## src/sv/rlrpu_pkg.sv

```systemverilog
// Shared types and constants of the run-length projective remap unit.
// Holds the word structs, configuration bundle, datapath op codes and status.
// No dependencies.
package rlrpu_pkg;

	localparam int RUN_W  = 25;
	localparam int HGT_W  = 13;
	localparam int HOLD_W = 41;
	localparam int COEF_W = 64;
	localparam int MUL_W  = 90;
	localparam int NUM_W  = 91;
	localparam int REM_W  = 80;
	localparam int CNT_W  = 7;

	localparam logic [HGT_W-1:0]  MAX_HEIGHT = 13'd4096;
	localparam logic [HGT_W-1:0]  MAX_WIDTH  = 13'd4096;
	localparam logic [RUN_W-1:0]  RUN_MAX    = '1;
	localparam logic [HOLD_W-1:0] HOLD_CAP   = 41'h100_0000_0000;

	// register indexes of the configuration port
	localparam logic [2:0] REG_A0 = 3'd0;
	localparam logic [2:0] REG_A1 = 3'd1;
	localparam logic [2:0] REG_A2 = 3'd2;
	localparam logic [2:0] REG_A3 = 3'd3;
	localparam logic [2:0] REG_A4 = 3'd4;
	localparam logic [2:0] REG_A5 = 3'd5;
	localparam logic [2:0] REG_SRC_H = 3'd6;
	localparam logic [2:0] REG_OUT_H = 3'd7;

	typedef struct packed {
		logic [RUN_W-1:0] run_length;
		logic             final_item;
	} item_t;

	typedef struct packed {
		logic [RUN_W-1:0] out_run;
		logic             run_value;
		logic             last_run;
	} result_t;

	typedef struct packed {
		logic [5:0][COEF_W-1:0] coef;
		logic [HGT_W-1:0]       src_height;
		logic [HGT_W-1:0]       out_height;
	} cfg_t;

	typedef logic [4:0] op_t;

	localparam op_t OP_NOP            = 5'd0;
	localparam op_t OP_LOAD           = 5'd1;
	localparam op_t OP_ZPOS           = 5'd2;
	localparam op_t OP_FINPOS         = 5'd3;
	localparam op_t OP_ONEPOS         = 5'd4;
	localparam op_t OP_DIV_R          = 5'd5;
	localparam op_t OP_DIV_END        = 5'd6;
	localparam op_t OP_DIV_W          = 5'd7;
	localparam op_t OP_GET_XS         = 5'd8;
	localparam op_t OP_GET_YE         = 5'd9;
	localparam op_t OP_GET_W          = 5'd10;
	localparam op_t OP_MUL_SLOPE      = 5'd11;
	localparam op_t OP_MUL_OFFS       = 5'd12;
	localparam op_t OP_MUL_N          = 5'd13;
	localparam op_t OP_MUL_D          = 5'd14;
	localparam op_t OP_PUT_SLOPE      = 5'd15;
	localparam op_t OP_PUT_OFFS       = 5'd16;
	localparam op_t OP_PUT_N          = 5'd17;
	localparam op_t OP_PUT_D          = 5'd18;
	localparam op_t OP_MAP_START      = 5'd19;
	localparam op_t OP_PUT_ROW        = 5'd20;
	localparam op_t OP_ORDER          = 5'd21;
	localparam op_t OP_COMMIT         = 5'd22;
	localparam op_t OP_FIN_CZ         = 5'd23;
	localparam op_t OP_MERGE          = 5'd24;
	localparam op_t OP_EMIT_ZERO_NEW  = 5'd25;
	localparam op_t OP_EMIT_HELD      = 5'd26;
	localparam op_t OP_EMIT_HELD_FIN  = 5'd27;
	localparam op_t OP_EMIT_PEND_LAST = 5'd28;
	localparam op_t OP_CLEAR          = 5'd29;

	typedef struct packed {
		op_t  op;
		logic sel;
	} dp_cmd_t;

	typedef struct packed {
		logic fin;
		logic expect_ones;
		logic busy;
		logic skip;
		logic no_zero;
		logic held_zero;
		logic pend_zero;
	} dp_stat_t;

endpackage

```

## src/sv/rle_run_projective_remap_unit.sv

```systemverilog
// Run-length projective remap unit: top level with register port and output register.
// Instantiates rlrpu_ctrl and rlrpu_dp; depends on rlrpu_pkg.
//
// Takes a column-major mask as alternating zero/one run lengths and remaps every ones run
// through a per-column rational function, giving output runs for a mask of out_height rows.
// A zeros word only advances the position. A ones word runs two 25/26-step height divisions
// and two 91-step row divisions on one shared restoring divider (one quotient bit per cycle)
// and six 13-step products on one serial multiplier, then waits on the output register for
// any result words. The final word runs a width division on the same divider, then waits
// on the output register for its result words. One word is in work at a time; the output
// register lets the next word be taken while a result waits.
module rle_run_projective_remap_unit import rlrpu_pkg::*; (
	input  logic         clk,
	input  logic         arst_n,
	input  logic         psel,
	input  logic         penable,
	input  logic         pwrite,
	input  logic [5:0]   paddr,
	input  logic [63:0]  pwdata,
	output logic [63:0]  prdata,
	output logic         pready,
	input  logic         item_valid,
	output logic         item_stall,
	input  item_t        item,
	output logic         result_valid,
	input  logic         result_stall,
	output result_t      result
);

	cfg_t     cfg_q;
	dp_cmd_t  cmd;
	dp_stat_t stat;
	logic     emit;
	result_t  emit_word;
	logic     out_free;
	logic     result_valid_q;
	result_t  result_q;
	logic [2:0] reg_idx;

	assign pready  = 1'b1;
	assign reg_idx = paddr[5:3];

	// register writes
	always_ff @(posedge clk or negedge arst_n) begin
		if (!arst_n) begin
			cfg_q.coef       <= {64'h0000_0001_0000_0000, 320'd0};
			cfg_q.src_height <= 13'd1;
			cfg_q.out_height <= 13'd1;
		end else if (psel && penable && pwrite) begin
			unique case (reg_idx)
				REG_SRC_H: cfg_q.src_height <= pwdata[HGT_W-1:0];
				REG_OUT_H: cfg_q.out_height <= pwdata[HGT_W-1:0];
				default:   cfg_q.coef[reg_idx] <= pwdata;
			endcase
		end
	end

	// register reads
	always_comb begin
		unique case (reg_idx)
			REG_SRC_H: prdata = 64'(cfg_q.src_height);
			REG_OUT_H: prdata = 64'(cfg_q.out_height);
			default:   prdata = cfg_q.coef[reg_idx];
		endcase
	end

	// output register: load on issue, drop when taken
	assign out_free = !result_valid_q || !result_stall;

	always_ff @(posedge clk or negedge arst_n) begin
		if (!arst_n)
			result_valid_q <= 1'b0;
		else if (emit)
			result_valid_q <= 1'b1;
		else if (!result_stall)
			result_valid_q <= 1'b0;
	end

	always_ff @(posedge clk) begin
		if (emit)
			result_q <= emit_word;
	end

	assign result_valid = result_valid_q;
	assign result       = result_q;

	rlrpu_ctrl u_ctrl (
		.clk        (clk),
		.arst_n     (arst_n),
		.item_valid (item_valid),
		.item_stall (item_stall),
		.out_free   (out_free),
		.stat       (stat),
		.cmd        (cmd)
	);

	rlrpu_dp u_dp (
		.clk       (clk),
		.arst_n    (arst_n),
		.cmd       (cmd),
		.item      (item),
		.cfg       (cfg_q),
		.stat      (stat),
		.emit      (emit),
		.emit_word (emit_word)
	);

endmodule

```

## src/sv/rlrpu_dp.sv

```systemverilog
// Datapath of the run-length projective remap unit: run state, serial
// multiplier, shared restoring divider, row mapping and word forming.
// Depends on rlrpu_pkg.
module rlrpu_dp import rlrpu_pkg::*; (
	input  logic     clk,
	input  logic     arst_n,
	input  dp_cmd_t  cmd,
	input  item_t    item,
	input  cfg_t     cfg,
	output dp_stat_t stat,
	output logic     emit,
	output result_t  emit_word
);

	// run state
	logic [RUN_W-1:0]  pos_q, len_q, r_q;
	logic              expect_q, fin_q, prev_valid_q;
	logic [HGT_W-1:0]  prev_col_q, prev_row_q;
	logic [HOLD_W-1:0] pend_q, held_q;
	logic [RUN_W:0]    end_q;
	logic              end_zero_q;

	// per-run working registers
	logic [HGT_W-1:0]        x_q, ys_q, ye_q, yeo_q, no_q;
	logic [1:0][HGT_W-1:0]   row_q;
	logic [RUN_W-1:0]        nz_q;
	logic                    skip_q;
	logic signed [MUL_W-1:0] slope_q, offs_q, n_q, d_q;

	// serial multiplier
	logic signed [MUL_W-1:0] acc_q, mcand_q;
	logic [HGT_W-1:0]        mpl_q;
	logic [3:0]              mcnt_q;

	// restoring divider
	logic [NUM_W-1:0] num_q, quo_q;
	logic [REM_W-1:0] den_q, rem_q;
	logic [CNT_W-1:0] dcnt_q;

	logic [HGT_W-1:0] h, oh;
	logic [RUN_W:0]   pos_sum;
	logic [RUN_W-1:0] pos_sat;
	logic [RUN_W:0]   end_m1;
	logic [REM_W-1:0] rem_sh, rem_nx;
	logic             rem_ge;
	logic [HGT_W-1:0] y_sel, x_clip, row_new, yso, yeo;
	logic [MUL_W-1:0] n_mag, d_mag;
	logic [NUM_W-1:0] num_ld;
	logic [REM_W-1:0] den_ld;
	logic             n_pos, d_zero, sgn_diff, q_big;
	logic signed [13:0] pc;
	logic [HGT_W-1:0]   prow;
	logic signed [14:0] cdiff;
	logic signed [28:0] cprod;
	logic signed [29:0] nz_full, no_full, cz_full;
	logic [RUN_W-1:0]   cz_pos;
	logic [HOLD_W:0]    pend_nz, pend_cz, held_no;

	function automatic logic [HGT_W-1:0] clamp_h(input logic [HGT_W-1:0] v);
		if (v == '0)
			return 13'd1;
		return (v > MAX_HEIGHT) ? MAX_HEIGHT : v;
	endfunction

	function automatic logic [HOLD_W-1:0] cap(input logic [HOLD_W:0] v);
		return (v > {1'b0, HOLD_CAP}) ? HOLD_CAP : v[HOLD_W-1:0];
	endfunction

	function automatic logic [RUN_W-1:0] sat_run(input logic [HOLD_W-1:0] v);
		return (v > HOLD_W'(RUN_MAX)) ? RUN_MAX : v[RUN_W-1:0];
	endfunction

	function automatic logic signed [MUL_W-1:0] sext(input logic [COEF_W-1:0] c);
		return {{(MUL_W-COEF_W){c[COEF_W-1]}}, c};
	endfunction

	// heights and position update
	assign h       = clamp_h(cfg.src_height);
	assign oh      = clamp_h(cfg.out_height);
	assign pos_sum = {1'b0, pos_q} + {1'b0, len_q};
	assign pos_sat = pos_sum[RUN_W] ? RUN_MAX : pos_sum[RUN_W-1:0];
	assign end_m1  = end_q - 26'd1;

	// one divider step
	assign rem_sh = {rem_q[REM_W-2:0], num_q[NUM_W-1]};
	assign rem_ge = (rem_sh >= den_q);
	assign rem_nx = rem_ge ? (rem_sh - den_q) : rem_sh;

	assign y_sel  = cmd.sel ? ye_q : ys_q;
	assign x_clip = (quo_q[RUN_W-1:0] > RUN_W'(MAX_WIDTH)) ? MAX_WIDTH : quo_q[HGT_W-1:0];

	// rounded division operands: (2|n| + |d|) / (2|d|)
	assign n_mag  = n_q[MUL_W-1] ? MUL_W'(-n_q) : MUL_W'(n_q);
	assign d_mag  = d_q[MUL_W-1] ? MUL_W'(-d_q) : MUL_W'(d_q);
	assign num_ld = {n_mag, 1'b0} + {1'b0, d_mag};
	assign den_ld = {d_mag[REM_W-2:0], 1'b0};

	// mapped row from quotient or zero-denominator sign
	assign n_pos    = !n_q[MUL_W-1] && (n_q != '0);
	assign d_zero   = (d_q == '0);
	assign sgn_diff = n_q[MUL_W-1] != d_q[MUL_W-1];
	assign q_big    = (quo_q[NUM_W-1:HGT_W] != '0) || (quo_q[HGT_W-1:0] > oh);
	always_comb begin
		if (d_zero)
			row_new = n_pos ? oh : '0;
		else if (sgn_diff)
			row_new = '0;
		else
			row_new = q_big ? oh : quo_q[HGT_W-1:0];
	end

	// order ends and place the run against the previous one
	assign yso     = (row_q[0] > row_q[1]) ? row_q[1] : row_q[0];
	assign yeo     = (row_q[0] > row_q[1]) ? row_q[0] : row_q[1];
	assign pc      = prev_valid_q ? $signed({1'b0, prev_col_q}) : -14'sd1;
	assign prow    = prev_valid_q ? prev_row_q : oh;
	assign cdiff   = $signed({2'b0, x_q}) - $signed({pc[13], pc});
	assign cprod   = $signed({1'b0, oh}) * cdiff;
	assign nz_full = 30'(cprod) + $signed({17'b0, yso}) - $signed({17'b0, prow});
	assign no_full = $signed({17'b0, yeo}) - $signed({17'b0, yso})
		+ (nz_full[29] ? nz_full : 30'sd0);
	assign cz_full = 30'(cprod) - $signed({17'b0, prow});
	assign cz_pos  = cz_full[29] ? '0 : cz_full[RUN_W-1:0];
	assign pend_nz = {1'b0, pend_q} + 42'(nz_q);
	assign pend_cz = {1'b0, pend_q} + 42'(cz_pos);
	assign held_no = {1'b0, held_q} + 42'(no_q);

	// form the output word
	always_comb begin
		emit      = 1'b0;
		emit_word = '0;
		unique case (cmd.op)
			OP_EMIT_ZERO_NEW: begin
				emit      = 1'b1;
				emit_word = '{out_run: sat_run(pend_q), run_value: 1'b0, last_run: 1'b0};
			end
			OP_EMIT_HELD: begin
				emit      = 1'b1;
				emit_word = '{out_run: sat_run(held_q), run_value: 1'b1, last_run: 1'b0};
			end
			OP_EMIT_HELD_FIN: begin
				emit      = 1'b1;
				emit_word = '{out_run: sat_run(held_q), run_value: 1'b1,
					last_run: (pend_q == '0)};
			end
			OP_EMIT_PEND_LAST: begin
				emit      = 1'b1;
				emit_word = '{out_run: sat_run(pend_q), run_value: 1'b0, last_run: 1'b1};
			end
			default: begin
				emit      = 1'b0;
				emit_word = '0;
			end
		endcase
	end

	assign stat = '{fin: fin_q, expect_ones: expect_q, busy: (mcnt_q != '0) || (dcnt_q != '0),
		skip: skip_q, no_zero: (no_q == '0), held_zero: (held_q == '0),
		pend_zero: (pend_q == '0)};

	// control state: run position, phase, previous placement, held sums, unit counters
	always_ff @(posedge clk or negedge arst_n) begin
		if (!arst_n) begin
			pos_q        <= '0;
			expect_q     <= 1'b0;
			fin_q        <= 1'b0;
			prev_valid_q <= 1'b0;
			pend_q       <= '0;
			held_q       <= '0;
			mcnt_q       <= '0;
			dcnt_q       <= '0;
		end else begin
			if (mcnt_q != '0)
				mcnt_q <= mcnt_q - 4'd1;
			if (dcnt_q != '0)
				dcnt_q <= dcnt_q - 7'd1;
			unique case (cmd.op)
				OP_LOAD:   fin_q <= item.final_item;
				OP_ZPOS: begin
					pos_q    <= pos_sat;
					expect_q <= 1'b1;
				end
				OP_FINPOS: pos_q <= pos_sat;
				OP_ONEPOS: begin
					pos_q    <= pos_sat;
					expect_q <= 1'b0;
				end
				OP_DIV_R, OP_DIV_W: dcnt_q <= 7'd25;
				OP_DIV_END:         dcnt_q <= 7'd26;
				OP_MAP_START:       dcnt_q <= 7'd91;
				OP_MUL_SLOPE, OP_MUL_OFFS, OP_MUL_N, OP_MUL_D: mcnt_q <= 4'd13;
				OP_COMMIT: begin
					prev_valid_q <= 1'b1;
					pend_q       <= cap(pend_nz);
				end
				OP_FIN_CZ: pend_q <= cap(pend_cz);
				OP_MERGE:  held_q <= cap(held_no);
				OP_EMIT_ZERO_NEW: begin
					held_q <= HOLD_W'(no_q);
					pend_q <= '0;
				end
				OP_CLEAR: begin
					pos_q        <= '0;
					expect_q     <= 1'b0;
					prev_valid_q <= 1'b0;
					pend_q       <= '0;
					held_q       <= '0;
				end
				default: ;
			endcase
		end
	end

	// payload registers and arithmetic units
	always_ff @(posedge clk) begin
		if (mcnt_q != '0) begin
			if (mpl_q[0])
				acc_q <= acc_q + mcand_q;
			mcand_q <= mcand_q <<< 1;
			mpl_q   <= mpl_q >> 1;
		end
		if (dcnt_q != '0) begin
			rem_q <= rem_nx;
			num_q <= num_q << 1;
			quo_q <= {quo_q[NUM_W-2:0], rem_ge};
		end
		unique case (cmd.op)
			OP_LOAD: len_q <= item.run_length;
			OP_ONEPOS: begin
				r_q        <= pos_q;
				end_q      <= pos_sum;
				end_zero_q <= (pos_sum == '0);
			end
			OP_DIV_R, OP_DIV_W, OP_DIV_END, OP_MAP_START: begin
				rem_q <= '0;
				quo_q <= '0;
				if (cmd.op == OP_MAP_START) begin
					num_q <= num_ld;
					den_q <= den_ld;
				end else begin
					den_q <= REM_W'(h);
					if (cmd.op == OP_DIV_END)
						num_q <= {end_m1, 65'b0};
					else if (cmd.op == OP_DIV_R)
						num_q <= {r_q, 66'b0};
					else
						num_q <= {pos_q, 66'b0};
				end
			end
			OP_GET_XS: begin
				x_q  <= x_clip;
				ys_q <= rem_q[HGT_W-1:0];
			end
			OP_GET_YE: ye_q <= end_zero_q ? '0 : (rem_q[HGT_W-1:0] + 13'd1);
			OP_GET_W:  x_q  <= x_clip;
			OP_MUL_SLOPE: begin
				acc_q   <= sext(cfg.coef[REG_A2]);
				mcand_q <= sext(cfg.coef[REG_A0]);
				mpl_q   <= x_q;
			end
			OP_MUL_OFFS: begin
				acc_q   <= sext(cfg.coef[REG_A3]);
				mcand_q <= sext(cfg.coef[REG_A1]);
				mpl_q   <= x_q;
			end
			OP_MUL_N: begin
				acc_q   <= offs_q;
				mcand_q <= slope_q;
				mpl_q   <= y_sel;
			end
			OP_MUL_D: begin
				acc_q   <= sext(cfg.coef[REG_A5]);
				mcand_q <= sext(cfg.coef[REG_A4]);
				mpl_q   <= y_sel;
			end
			OP_PUT_SLOPE: slope_q <= acc_q;
			OP_PUT_OFFS:  offs_q  <= acc_q;
			OP_PUT_N:     n_q     <= acc_q;
			OP_PUT_D:     d_q     <= acc_q;
			OP_PUT_ROW:   row_q[cmd.sel] <= row_new;
			OP_ORDER: begin
				yeo_q  <= yeo;
				nz_q   <= nz_full[29] ? '0 : nz_full[RUN_W-1:0];
				no_q   <= no_full[HGT_W-1:0];
				skip_q <= nz_full[29] && (no_full[29] || (no_full == '0));
			end
			OP_COMMIT: begin
				prev_col_q <= x_q;
				prev_row_q <= yeo_q;
			end
			default: ;
		endcase
	end

endmodule

```

## src/sv/rlrpu_ctrl.sv

```systemverilog
// Sequencer of the run-length projective remap unit: steps the datapath
// through one input word and issues its result words.
// Depends on rlrpu_pkg.
module rlrpu_ctrl import rlrpu_pkg::*; (
	input  logic     clk,
	input  logic     arst_n,
	input  logic     item_valid,
	output logic     item_stall,
	input  logic     out_free,
	input  dp_stat_t stat,
	output dp_cmd_t  cmd
);

	localparam logic [4:0] ST_IDLE   = 5'd0;
	localparam logic [4:0] ST_DECIDE = 5'd1;
	localparam logic [4:0] ST_FDIV   = 5'd2;
	localparam logic [4:0] ST_FWAIT  = 5'd3;
	localparam logic [4:0] ST_FCZ    = 5'd4;
	localparam logic [4:0] ST_FEM1   = 5'd5;
	localparam logic [4:0] ST_FEM2   = 5'd6;
	localparam logic [4:0] ST_CLEAR  = 5'd7;
	localparam logic [4:0] ST_DIVR   = 5'd8;
	localparam logic [4:0] ST_WAITR  = 5'd9;
	localparam logic [4:0] ST_DIVE   = 5'd10;
	localparam logic [4:0] ST_WAITE  = 5'd11;
	localparam logic [4:0] ST_MSL    = 5'd12;
	localparam logic [4:0] ST_WSL    = 5'd13;
	localparam logic [4:0] ST_MOF    = 5'd14;
	localparam logic [4:0] ST_WOF    = 5'd15;
	localparam logic [4:0] ST_MN     = 5'd16;
	localparam logic [4:0] ST_WN     = 5'd17;
	localparam logic [4:0] ST_MD     = 5'd18;
	localparam logic [4:0] ST_WD     = 5'd19;
	localparam logic [4:0] ST_MAP    = 5'd20;
	localparam logic [4:0] ST_WMAP   = 5'd21;
	localparam logic [4:0] ST_ORDER  = 5'd22;
	localparam logic [4:0] ST_CHECK  = 5'd23;
	localparam logic [4:0] ST_EMIT   = 5'd24;
	localparam logic [4:0] ST_EM2    = 5'd25;

	logic [4:0] state_q, state_nx;
	logic       sel_q, sel_nx;
	logic       accept;

	assign item_stall = (state_q != ST_IDLE);
	assign accept     = item_valid && (state_q == ST_IDLE);

	// next state and datapath command
	always_comb begin
		state_nx = state_q;
		sel_nx   = sel_q;
		cmd      = '{op: OP_NOP, sel: sel_q};
		unique case (state_q)
			ST_IDLE: begin
				if (item_valid) begin
					cmd.op   = OP_LOAD;
					state_nx = ST_DECIDE;
				end
			end
			ST_DECIDE: begin
				priority if (stat.fin) begin
					cmd.op   = OP_FINPOS;
					state_nx = ST_FDIV;
				end else if (!stat.expect_ones) begin
					cmd.op   = OP_ZPOS;
					state_nx = ST_IDLE;
				end else begin
					cmd.op   = OP_ONEPOS;
					state_nx = ST_DIVR;
				end
			end
			// closing run
			ST_FDIV: begin
				cmd.op   = OP_DIV_W;
				state_nx = ST_FWAIT;
			end
			ST_FWAIT: begin
				if (!stat.busy) begin
					cmd.op   = OP_GET_W;
					state_nx = ST_FCZ;
				end
			end
			ST_FCZ: begin
				cmd.op   = OP_FIN_CZ;
				state_nx = ST_FEM1;
			end
			ST_FEM1: begin
				if (out_free) begin
					if (stat.held_zero) begin
						cmd.op   = OP_EMIT_PEND_LAST;
						state_nx = ST_CLEAR;
					end else begin
						cmd.op   = OP_EMIT_HELD_FIN;
						state_nx = stat.pend_zero ? ST_CLEAR : ST_FEM2;
					end
				end
			end
			ST_FEM2: begin
				if (out_free) begin
					cmd.op   = OP_EMIT_PEND_LAST;
					state_nx = ST_CLEAR;
				end
			end
			ST_CLEAR: begin
				cmd.op   = OP_CLEAR;
				state_nx = ST_IDLE;
			end
			// column and rows of a ones run
			ST_DIVR: begin
				cmd.op   = OP_DIV_R;
				state_nx = ST_WAITR;
			end
			ST_WAITR: begin
				if (!stat.busy) begin
					cmd.op   = OP_GET_XS;
					state_nx = ST_DIVE;
				end
			end
			ST_DIVE: begin
				cmd.op   = OP_DIV_END;
				state_nx = ST_WAITE;
			end
			ST_WAITE: begin
				if (!stat.busy) begin
					cmd.op   = OP_GET_YE;
					state_nx = ST_MSL;
				end
			end
			// per-column coefficients
			ST_MSL: begin
				cmd.op   = OP_MUL_SLOPE;
				state_nx = ST_WSL;
			end
			ST_WSL: begin
				if (!stat.busy) begin
					cmd.op   = OP_PUT_SLOPE;
					state_nx = ST_MOF;
				end
			end
			ST_MOF: begin
				cmd.op   = OP_MUL_OFFS;
				state_nx = ST_WOF;
			end
			ST_WOF: begin
				if (!stat.busy) begin
					cmd.op   = OP_PUT_OFFS;
					sel_nx   = 1'b0;
					state_nx = ST_MN;
				end
			end
			// map one row end
			ST_MN: begin
				cmd.op   = OP_MUL_N;
				state_nx = ST_WN;
			end
			ST_WN: begin
				if (!stat.busy) begin
					cmd.op   = OP_PUT_N;
					state_nx = ST_MD;
				end
			end
			ST_MD: begin
				cmd.op   = OP_MUL_D;
				state_nx = ST_WD;
			end
			ST_WD: begin
				if (!stat.busy) begin
					cmd.op   = OP_PUT_D;
					state_nx = ST_MAP;
				end
			end
			ST_MAP: begin
				cmd.op   = OP_MAP_START;
				state_nx = ST_WMAP;
			end
			ST_WMAP: begin
				if (!stat.busy) begin
					cmd.op = OP_PUT_ROW;
					if (sel_q) begin
						state_nx = ST_ORDER;
					end else begin
						sel_nx   = 1'b1;
						state_nx = ST_MN;
					end
				end
			end
			// place and emit
			ST_ORDER: begin
				cmd.op   = OP_ORDER;
				state_nx = ST_CHECK;
			end
			ST_CHECK: begin
				if (stat.skip) begin
					state_nx = ST_IDLE;
				end else begin
					cmd.op   = OP_COMMIT;
					state_nx = ST_EMIT;
				end
			end
			ST_EMIT: begin
				priority if (stat.no_zero) begin
					state_nx = ST_IDLE;
				end else if (stat.held_zero) begin
					if (out_free) begin
						cmd.op   = OP_EMIT_ZERO_NEW;
						state_nx = ST_IDLE;
					end
				end else if (stat.pend_zero) begin
					cmd.op   = OP_MERGE;
					state_nx = ST_IDLE;
				end else if (out_free) begin
					cmd.op   = OP_EMIT_HELD;
					state_nx = ST_EM2;
				end
			end
			ST_EM2: begin
				if (out_free) begin
					cmd.op   = OP_EMIT_ZERO_NEW;
					state_nx = ST_IDLE;
				end
			end
			default: state_nx = ST_IDLE;
		endcase
	end

	always_ff @(posedge clk or negedge arst_n) begin
		if (!arst_n) begin
			state_q <= ST_IDLE;
			sel_q   <= 1'b0;
		end else begin
			state_q <= state_nx;
			sel_q   <= sel_nx;
		end
	end

	// a word is only issued when the output register can take it
	a_emit_room: assert property (@(posedge clk) disable iff (!arst_n)
		(cmd.op == OP_EMIT_ZERO_NEW || cmd.op == OP_EMIT_HELD ||
		 cmd.op == OP_EMIT_HELD_FIN || cmd.op == OP_EMIT_PEND_LAST) |-> out_free)
		else $error("result word issued while output register is full");

	// no unit is reloaded while it still runs
	a_unit_free: assert property (@(posedge clk) disable iff (!arst_n)
		(cmd.op == OP_MUL_SLOPE || cmd.op == OP_MUL_OFFS || cmd.op == OP_MUL_N ||
		 cmd.op == OP_MUL_D || cmd.op == OP_DIV_R || cmd.op == OP_DIV_END ||
		 cmd.op == OP_DIV_W || cmd.op == OP_MAP_START) |-> !stat.busy)
		else $error("arithmetic unit reloaded while busy");

	// an accepted word is classified in the following cycle
	a_accept_decide: assert property (@(posedge clk) disable iff (!arst_n)
		accept |=> (state_q == ST_DECIDE))
		else $error("accepted word not decoded");

endmodule

```

## config.mk

```make
export PLATFORM = sky130hd
export DESIGN_NAME = rle_run_projective_remap_unit
export DESIGN_NICKNAME = d
export VERILOG_FILES = /design/src/sv/rlrpu_pkg.sv /design/src/sv/rle_run_projective_remap_unit.sv /design/src/sv/rlrpu_dp.sv /design/src/sv/rlrpu_ctrl.sv
export SDC_FILE = /design/constraint.sdc
export NUM_CORES = 2
export LEC_CHECK = 0
export ABC_AREA = 0
export BUFFER_PORTS_ARGS = -buffer_cell sky130_fd_sc_hd__buf_2
export CAP_MARGIN = 0
export CORE_MARGIN = 1.5
export CORE_UTILIZATION = 46
export CTS_BUF_LIST = sky130_fd_sc_hd__clkbuf_16
export DETAILED_ROUTE_END_ITERATION = 6
export GPL_ROUTABILITY_DRIVEN = 0
export PLACE_DENSITY_LB_ADDON = 0.3
export SYNTH_ARGS = -nofsm -noshare
export SYNTH_HDL_FRONTEND = slang
export SYNTH_SLANG_ARGS = --single-unit
```

## constraint.sdc

```tcl
create_clock -name clk -period 17.1 [get_ports clk]
set_input_delay 3.42 -clock clk [delete_from_list [all_inputs] [get_ports clk]]
set_output_delay 3.42 -clock clk [all_outputs]
set_load 0.1 [all_outputs]
```

**After elaboration in Yosys (flattened, before gate mapping)**

Index checks and enable logic that the tools add are counted.

- Multipliers: 1
- Equality and inequality tests: 70
- Bitwise logic cells: 1
- Muxes and demuxes: 110
- Reduce and logical (&&, ||, !) cells: 56
- Order comparisons: 15
- Add/subtract/negate cells: 19

Operators with widths:

| cell | count |
|---|---|
| case mux 90 bit (4 select lines) | 2 |
| 2-to-1 mux 91 bit | 5 |
| 2-to-1 mux 90 bit | 5 |
| bitwise mux 384 bit | 1 |
| case mux 41 bit (3 select lines) | 2 |
| 2-to-1 mux 13 bit | 17 |
| binary-select mux 64 bit (select 3 bit) | 1 |
| demux 64 bit (select 3 bit) | 1 |
| negator 90 bit | 2 |
| 2-to-1 mux 5 bit | 32 |
| case mux 5 bit (26 select lines) | 1 |
| 2-to-1 mux 64 bit | 2 |
| case mux 64 bit (2 select lines) | 1 |
| > comparator 42 x 41 -> 1 bit, second input constant | 3 |
| case mux 5 bit (25 select lines) | 1 |
| 2-to-1 mux 41 bit | 3 |
| equality test 5 bit, second input constant | 24 |
| case mux 27 bit (4 select lines) | 1 |
| 2-to-1 mux 25 bit | 4 |
| adder 91 x 90 -> 91 bit | 1 |
| adder 90 bit | 1 |
| logical NOT 90 bit | 1 |
| nonzero test 90 bit | 1 |
| adder 41 x 25 -> 42 bit | 2 |
| other kinds (66) | 158 |

- Input bits: 103
- Flip-flop bits (word level): 1,679

**Longest topological paths before layout**

- Depth in word-level cells: 12
- Mapped depth: 63

**Modules after synthesis**

A second synthesis with hierarchy kept.

- Cells, all modules: 11,131
- Area, all modules: 109,358.6 sq um

By module, submodules not included:

| module | sequential area each (sq um) | times used | area an instance (sq um) | cells an instance |
|---|---|---|---|---|
| rlrpu_dp | 34,778.4 | 1 | 89,047.9 | 9,619 |
| rle_run_projective_remap_unit | 11,099.4 | 1 | 19,264.7 | 1,357 |
| rlrpu_ctrl | 150.1 | 1 | 1,046.0 | 155 |

**Worst setup path after synthesis**

Ideal clock, no wire load.

- Kind: reg-to-reg
- From: reg u_dp.prev_valid_q
- To: reg u_dp.skip_q (data pin)
- Period minus slack after synthesis: 13.864 ns
- Path buffers: 4
- Library setup time: 0.146 ns
- Slack: 3.236 ns
- Required time: 16.954 ns
- Cell stages (with the launch flop): 62
- Data arrival time: 13.718 ns
- Path through: dfrtp_1 -> clkbuf_1 -> clkbuf_1 -> nand2b_1 -> ha_1 -> inv_1 -> fa_1 -> a21o_1 -> a21oi_1 -> o21ai_0 -> a21oi_1 -> o21ai_0 -> a211oi_1 -> o21ai_0 -> and2_1 -> clkbuf_1 -> xnor2_1 -> nor2_1 -> [... 26 more ...] -> nor2_1 -> a221oi_1 -> maj3_1 -> o21ai_1 -> clkbuf_1 -> nor2_1 -> ha_1 -> a21o_1 -> a21oi_1 -> o21ai_0 -> a41oi_1 -> o21ai_0 -> a21o_1 -> a221o_1 -> a211o_1 -> a2111oi_0 -> o2111ai_1 -> a21oi_1

- Word-level cells in the longest chain between the ends: 10
- Elaborated cells between the ends (all ways): 11
- Those cells by class: 4 x add/sub; 1 x mul; 3 x mux; 3 x reduce/logical

RTL lines:

| what | RTL line | RTL |
|---|---|---|
| start: declaration | rlrpu_dp.sv:17 | `logic expect_q, fin_q, prev_valid_q;` |
| start signal: assignment | rlrpu_dp.sv:167 | `prev_valid_q <= 1'b0;` |
| start signal: assignment | rlrpu_dp.sv:193 | `prev_valid_q <= 1'b1;` |
| start signal: assignment | rlrpu_dp.sv:205 | `prev_valid_q <= 1'b0;` |
| 2-to-1 mux 14 bit | rlrpu_dp.sv:115 | `assign pc = prev_valid_q ? $signed({1'b0, prev_col_q}) : -14'sd1;` |
| subtractor 14 x 14 -> 15 bit | rlrpu_dp.sv:117 | `assign cdiff = $signed({2'b0, x_q}) - $signed({pc[13], pc});` |
| multiplier 14 x 15 -> 29 bit | rlrpu_dp.sv:118 | `assign cprod = $signed({1'b0, oh}) * cdiff;` |
| adder 29 x 14 -> 30 bit | rlrpu_dp.sv:119 | `assign nz_full = 30'(cprod) + $signed({17'b0, yso}) - $signed({17'b0, prow});` |
| subtractor 30 x 14 -> 30 bit (*) | rlrpu_dp.sv:119 |  |
| 2-to-1 mux 30 bit | rlrpu_dp.sv:121 | `+ (nz_full[29] ? nz_full : 30'sd0);` |
| adder 30 bit | rlrpu_dp.sv:121 |  |
| logical NOT 30 bit | rlrpu_dp.sv:285 | `skip_q <= nz_full[29] && (no_full[29] \|\| (no_full == '0));` |
| logical OR 1 bit | rlrpu_dp.sv:285 |  |
| logical AND 1 bit (*) | rlrpu_dp.sv:285 |  |
| end signal: assignment | rlrpu_dp.sv:285 |  |
| end: declaration | rlrpu_dp.sv:27 | `logic skip_q;` |

Mark *: on every way between the ends. The rest lies on a longest branch, timed or not.
A chain may end at the register's enable or synchronous reset.

**Worst setup path in the final report**

- From: reg u_dp.prev_valid_q
- To: reg u_dp.skip_q (data pin)

- Word-level cells in the longest chain between the ends: 10
- Elaborated cells between the ends (all ways): 11
- Those cells by class: 4 x add/sub; 1 x mul; 3 x mux; 3 x reduce/logical

RTL lines:

| what | RTL line | RTL |
|---|---|---|
| 2-to-1 mux 14 bit | rlrpu_dp.sv:115 |  |
| subtractor 14 x 14 -> 15 bit | rlrpu_dp.sv:117 |  |
| multiplier 14 x 15 -> 29 bit | rlrpu_dp.sv:118 |  |
| adder 29 x 14 -> 30 bit | rlrpu_dp.sv:119 |  |
| subtractor 30 x 14 -> 30 bit (*) | rlrpu_dp.sv:119 |  |
| 2-to-1 mux 30 bit (*) | rlrpu_dp.sv:121 |  |
| adder 30 bit (*) | rlrpu_dp.sv:121 |  |
| named net u_dp.no_full[1] | rlrpu_dp.sv:55 | `logic signed [29:0] nz_full, no_full, cz_full;` |
| logical NOT 30 bit (*) | rlrpu_dp.sv:285 |  |
| logical OR 1 bit (*) | rlrpu_dp.sv:285 |  |
| logical AND 1 bit (*) | rlrpu_dp.sv:285 |  |

The timed path passes the listed nets; every way through them passes the cells marked *.

==> impl_metrics.json <==
{
  "status": "finished with violations",
  "violations": "design-rule violations",
  "clk_latency_ns": 0.86,
  "cts_max_level": 4,
  "drc_errors": 1,
  "tightest_slew_ns": 1.25,
  "via_count": 90900,
  "synth_top_family_by_area": "compound AO/OA/AOI/OAI gates",
  "synth-main-ff-cell": "edfxtp_1",
  "setup-violations-final": 0,
  "worstSetupPathType": "flip-flop to flip-flop",
  "hp-class": "flip-flop to flip-flop",
  "dp_cells": 14100,
  "p_leak_uw": 0.0484,
  "fin_crit_sh": 0.926,
  "yosysWarnings": 0,
  "routed-wl-met2_mm": 156,
  "wl_met1_mm": 138,
  "fillers": 21300,
  "tns_ns": 0,
  "top_layer_used": "met5",
  "finalWirelength_mm": 344,
  "yosys.area.top_type_share": 0.267,
  "num_rows": 178,
  "grt_max_degree": 170,
  "p_per_area_mw_per_mm2": 145,
  "hold_ws_ns": 0.422,
  "synthXorXnorAreaFrac": 0.0509,
  "clock_skew_ns": 0.0475,
  "die-area_mm2": 0.240,
  "async_flop_share": 0.320,
  "yosys-top-cells-area": "edfxtp_1 27%, dfrtp_1 12%, ha_1 6.3%",
  "rsz0062_at_grt": "false",
  "ios": 197,
  "grt_overflow": 0,
  "min_period_ns": 15.83,
  "irDropWorstVdd_uv": 324,
  "clock-sinks": 1679,
  "area.sequential_mm2": 0.0460,
  "clk_pin_slew_ns": 0.07,
  "wire_per_inst_um": 23.8,
  "cts-root-buf": "clkbuf_16",
  "hpwl_mm": 244,
  "fin_cells": 14400,
  "crit_fanout": 15,
  "path_buf_inv": 6,
  "core_area_mm2": 0.236,
  "hold_viol": 0,
  "dr.pass1.iters": 7,
  "clk_path_buf_depth": 3,
  "yosysSeqAreaShare": 0.421,
  "synth-simple-area-share": 0.140,
  "synth_area_mm2": 0.109,
  "place_area_mm2": 0.113,
  "cpPeakStageDelay_ns": 0.57,
  "cts_tree": "done",
  "path_delay_family": "compound AO/OA/AOI/OAI gates",
  "port_buffers": 192,
  "grt_pass1_vias": 88000,
  "fmax_mhz": 63.2,
  "critical-path-slowest-cell": "fa_1",
  "synth_seq_cells": 1679,
  "synth_compound_area_frac": 0.191,
  "synth_mux_area_frac": 0.0517,
  "end_kind": "flip-flop",
  "setup.worst_path.start_class": "flip-flop",
  "reg2reg_setup_slack_ns": 1.27,
  "maxSlewViolCount": 0,
  "cpMostUsedCell": "fa_1",
  "die_h_um": 490,
  "arrival_ns": 16.54,
  "netlist_instances": 11200,
  "drtAntennaViolNets": 0,
  "maxSlewHeadroom": 0.164,
  "yosysUniqueCellTypes": 99,
  "final_layout_size_suffix_gt1_frac": 0.106,
  "grt_antenna_before_repair": 38,
  "syn-mean-instance-area_um2": 9.76,
  "layout_common_cells": "981 x nand2_1, 971 x edfxtp_1, 856 x nor2_1, 691 x a21oi_1, 647 x inv_1",
  "multi_input_area_mm2": 0.0589,
  "synth.net_count": 12100,
  "syn_to_final_growth_pct": 9.08,
  "max-cap-violations": 0,
  "synth-adder-area-share": 0.102,
  "start_util": 0.464,
  "stdcell_area_mm2": 0.119,
  "synth_edf_count": 971,
  "utilization": 0.506,
  "first_iter_violations": 9698,
  "die_w_um": 490,
  "cts_made_buffers": 183,
  "cp.required_ns": 17.80,
  "yosys.area.top_type": "edfxtp_1",
  "via_per_inst": 6.30,
  "layout_commonest_cell": "nand2_1",
  "track_usage": 0.277,
  "met3WireLength_mm": 30.7,
  "grt_pass1_wl_mm": 526,
  "final_nets": 12000
}
-- sequential cells by signal, indices dropped and copies added, names as in the netlist, 26 cells and up --
register,flops
u_dp.row_q,26
u_dp.slope_q,90
u_dp.held_q,41
result,27
u_dp.den_q,80
u_dp.rem_q,79
u_dp.num_q,91
u_dp.acc_q,90
u_dp.pend_q,41
u_dp.mcand_q,90
u_dp.d_q,90
u_dp.quo_q,91
u_dp.n_q,90
u_dp.end_q,26
cfg_q,410
u_dp.offs_q,90
-- power by group --
part | internal [uW] | total (uW) | switching (uW) | leakage, uW
clock | 2240 | 3980 | 1740 | 0.00305
combinational | 3140 | 8480 | 5340 | 0.0281
sequential | 4630 | 4840 | 214 | 0.0172
total | 10000 | 17300 | 7300 | 0.0484
-- kinds of logic (layout without fill, tap and decap cells) --
| kind of cell | after synthesis | after routing |
|---|---|---|
| and+or+nand+nor | 3222 | 3222 |
| AOI/OAI and AO/OA | 3155 | 3155 |
| DFF | 1679 | 1679 |
| buffers and inverters | 1227 | 1277 |
| adders and majority gates | 767 | 767 |
| xor gates and xnor gates | 635 | 635 |
| muxes | 512 | 512 |
| other | 1 | 26 |
-- synthesized netlist by cell type, types with 214 or more instances --
library cell  count
a21o_1          281
nand3_1         245
ha_1            551
xnor2_1         453
a21oi_1         692
a22oi_1         410
nor2_1          874
nand2_1         984
fa_1            214
mux2_2          422
clkbuf_1        580
o21ai_0         612
edfxtp_1        971
dfrtp_1         535
inv_1           613
-- worst paths after layout --
| check | startpoint | end | cells after the start |
|---|---|---|---|
| setup reg to reg | u_dp.prev_valid_q | u_dp.skip_q | 56 |
| max in group asynchronous | arst_n | cfg_q[260] | 3 |
| min in group asynchronous | arst_n | u_dp.pos_q[11] | 1 |
| hold / removal | u_dp.yeo_q[0] | u_dp.prev_row_q[0] | 0 |
| setup / recovery | u_dp.prev_valid_q | u_dp.skip_q | 56 |
| hold reg to reg | u_dp.yeo_q[0] | u_dp.prev_row_q[0] | 0 |
-- layer usage --
metal | up-vias | global-route usage
met5 | - | 0
li1 | 41100 | -
met3 | 868 | 0.0493
met4 | 24 | 0.135
met1 | 44400 | 0.365
met2 | 4446 | 0.439
-- cell type report --
type / instances / share of cell area
Clock buffer: 187 / 0.0393
Tap cell: 3150 / 0.0331
Antenna cell: 25 / 0.000525
Inverter: 614 / 0.0194
Clock inverter: 157 / 0.0110
Sequential cell: 1679 / 0.386
Timing Repair Buffer: 319 / 0.0163
Multi-Input combinational cell: 8292 / 0.494
-- metrics by stage --
step	setup WS [ns]	total power [uW]
2_1_floorplan	3.24	11000
3_3_place_gp	1.42	12900
3_5_place_dp	1.29	13200
4_1_cts	1.29	17200
5_1_grt	0.230	18300
6_report	1.27	17300
-- timing repair --
action,CTS,global route
resized for setup,0,1
setup buffers,0,1
hold buffers,0,0
endpoints found under the setup margin,0,2
Power figures use the tool's default switching activity.
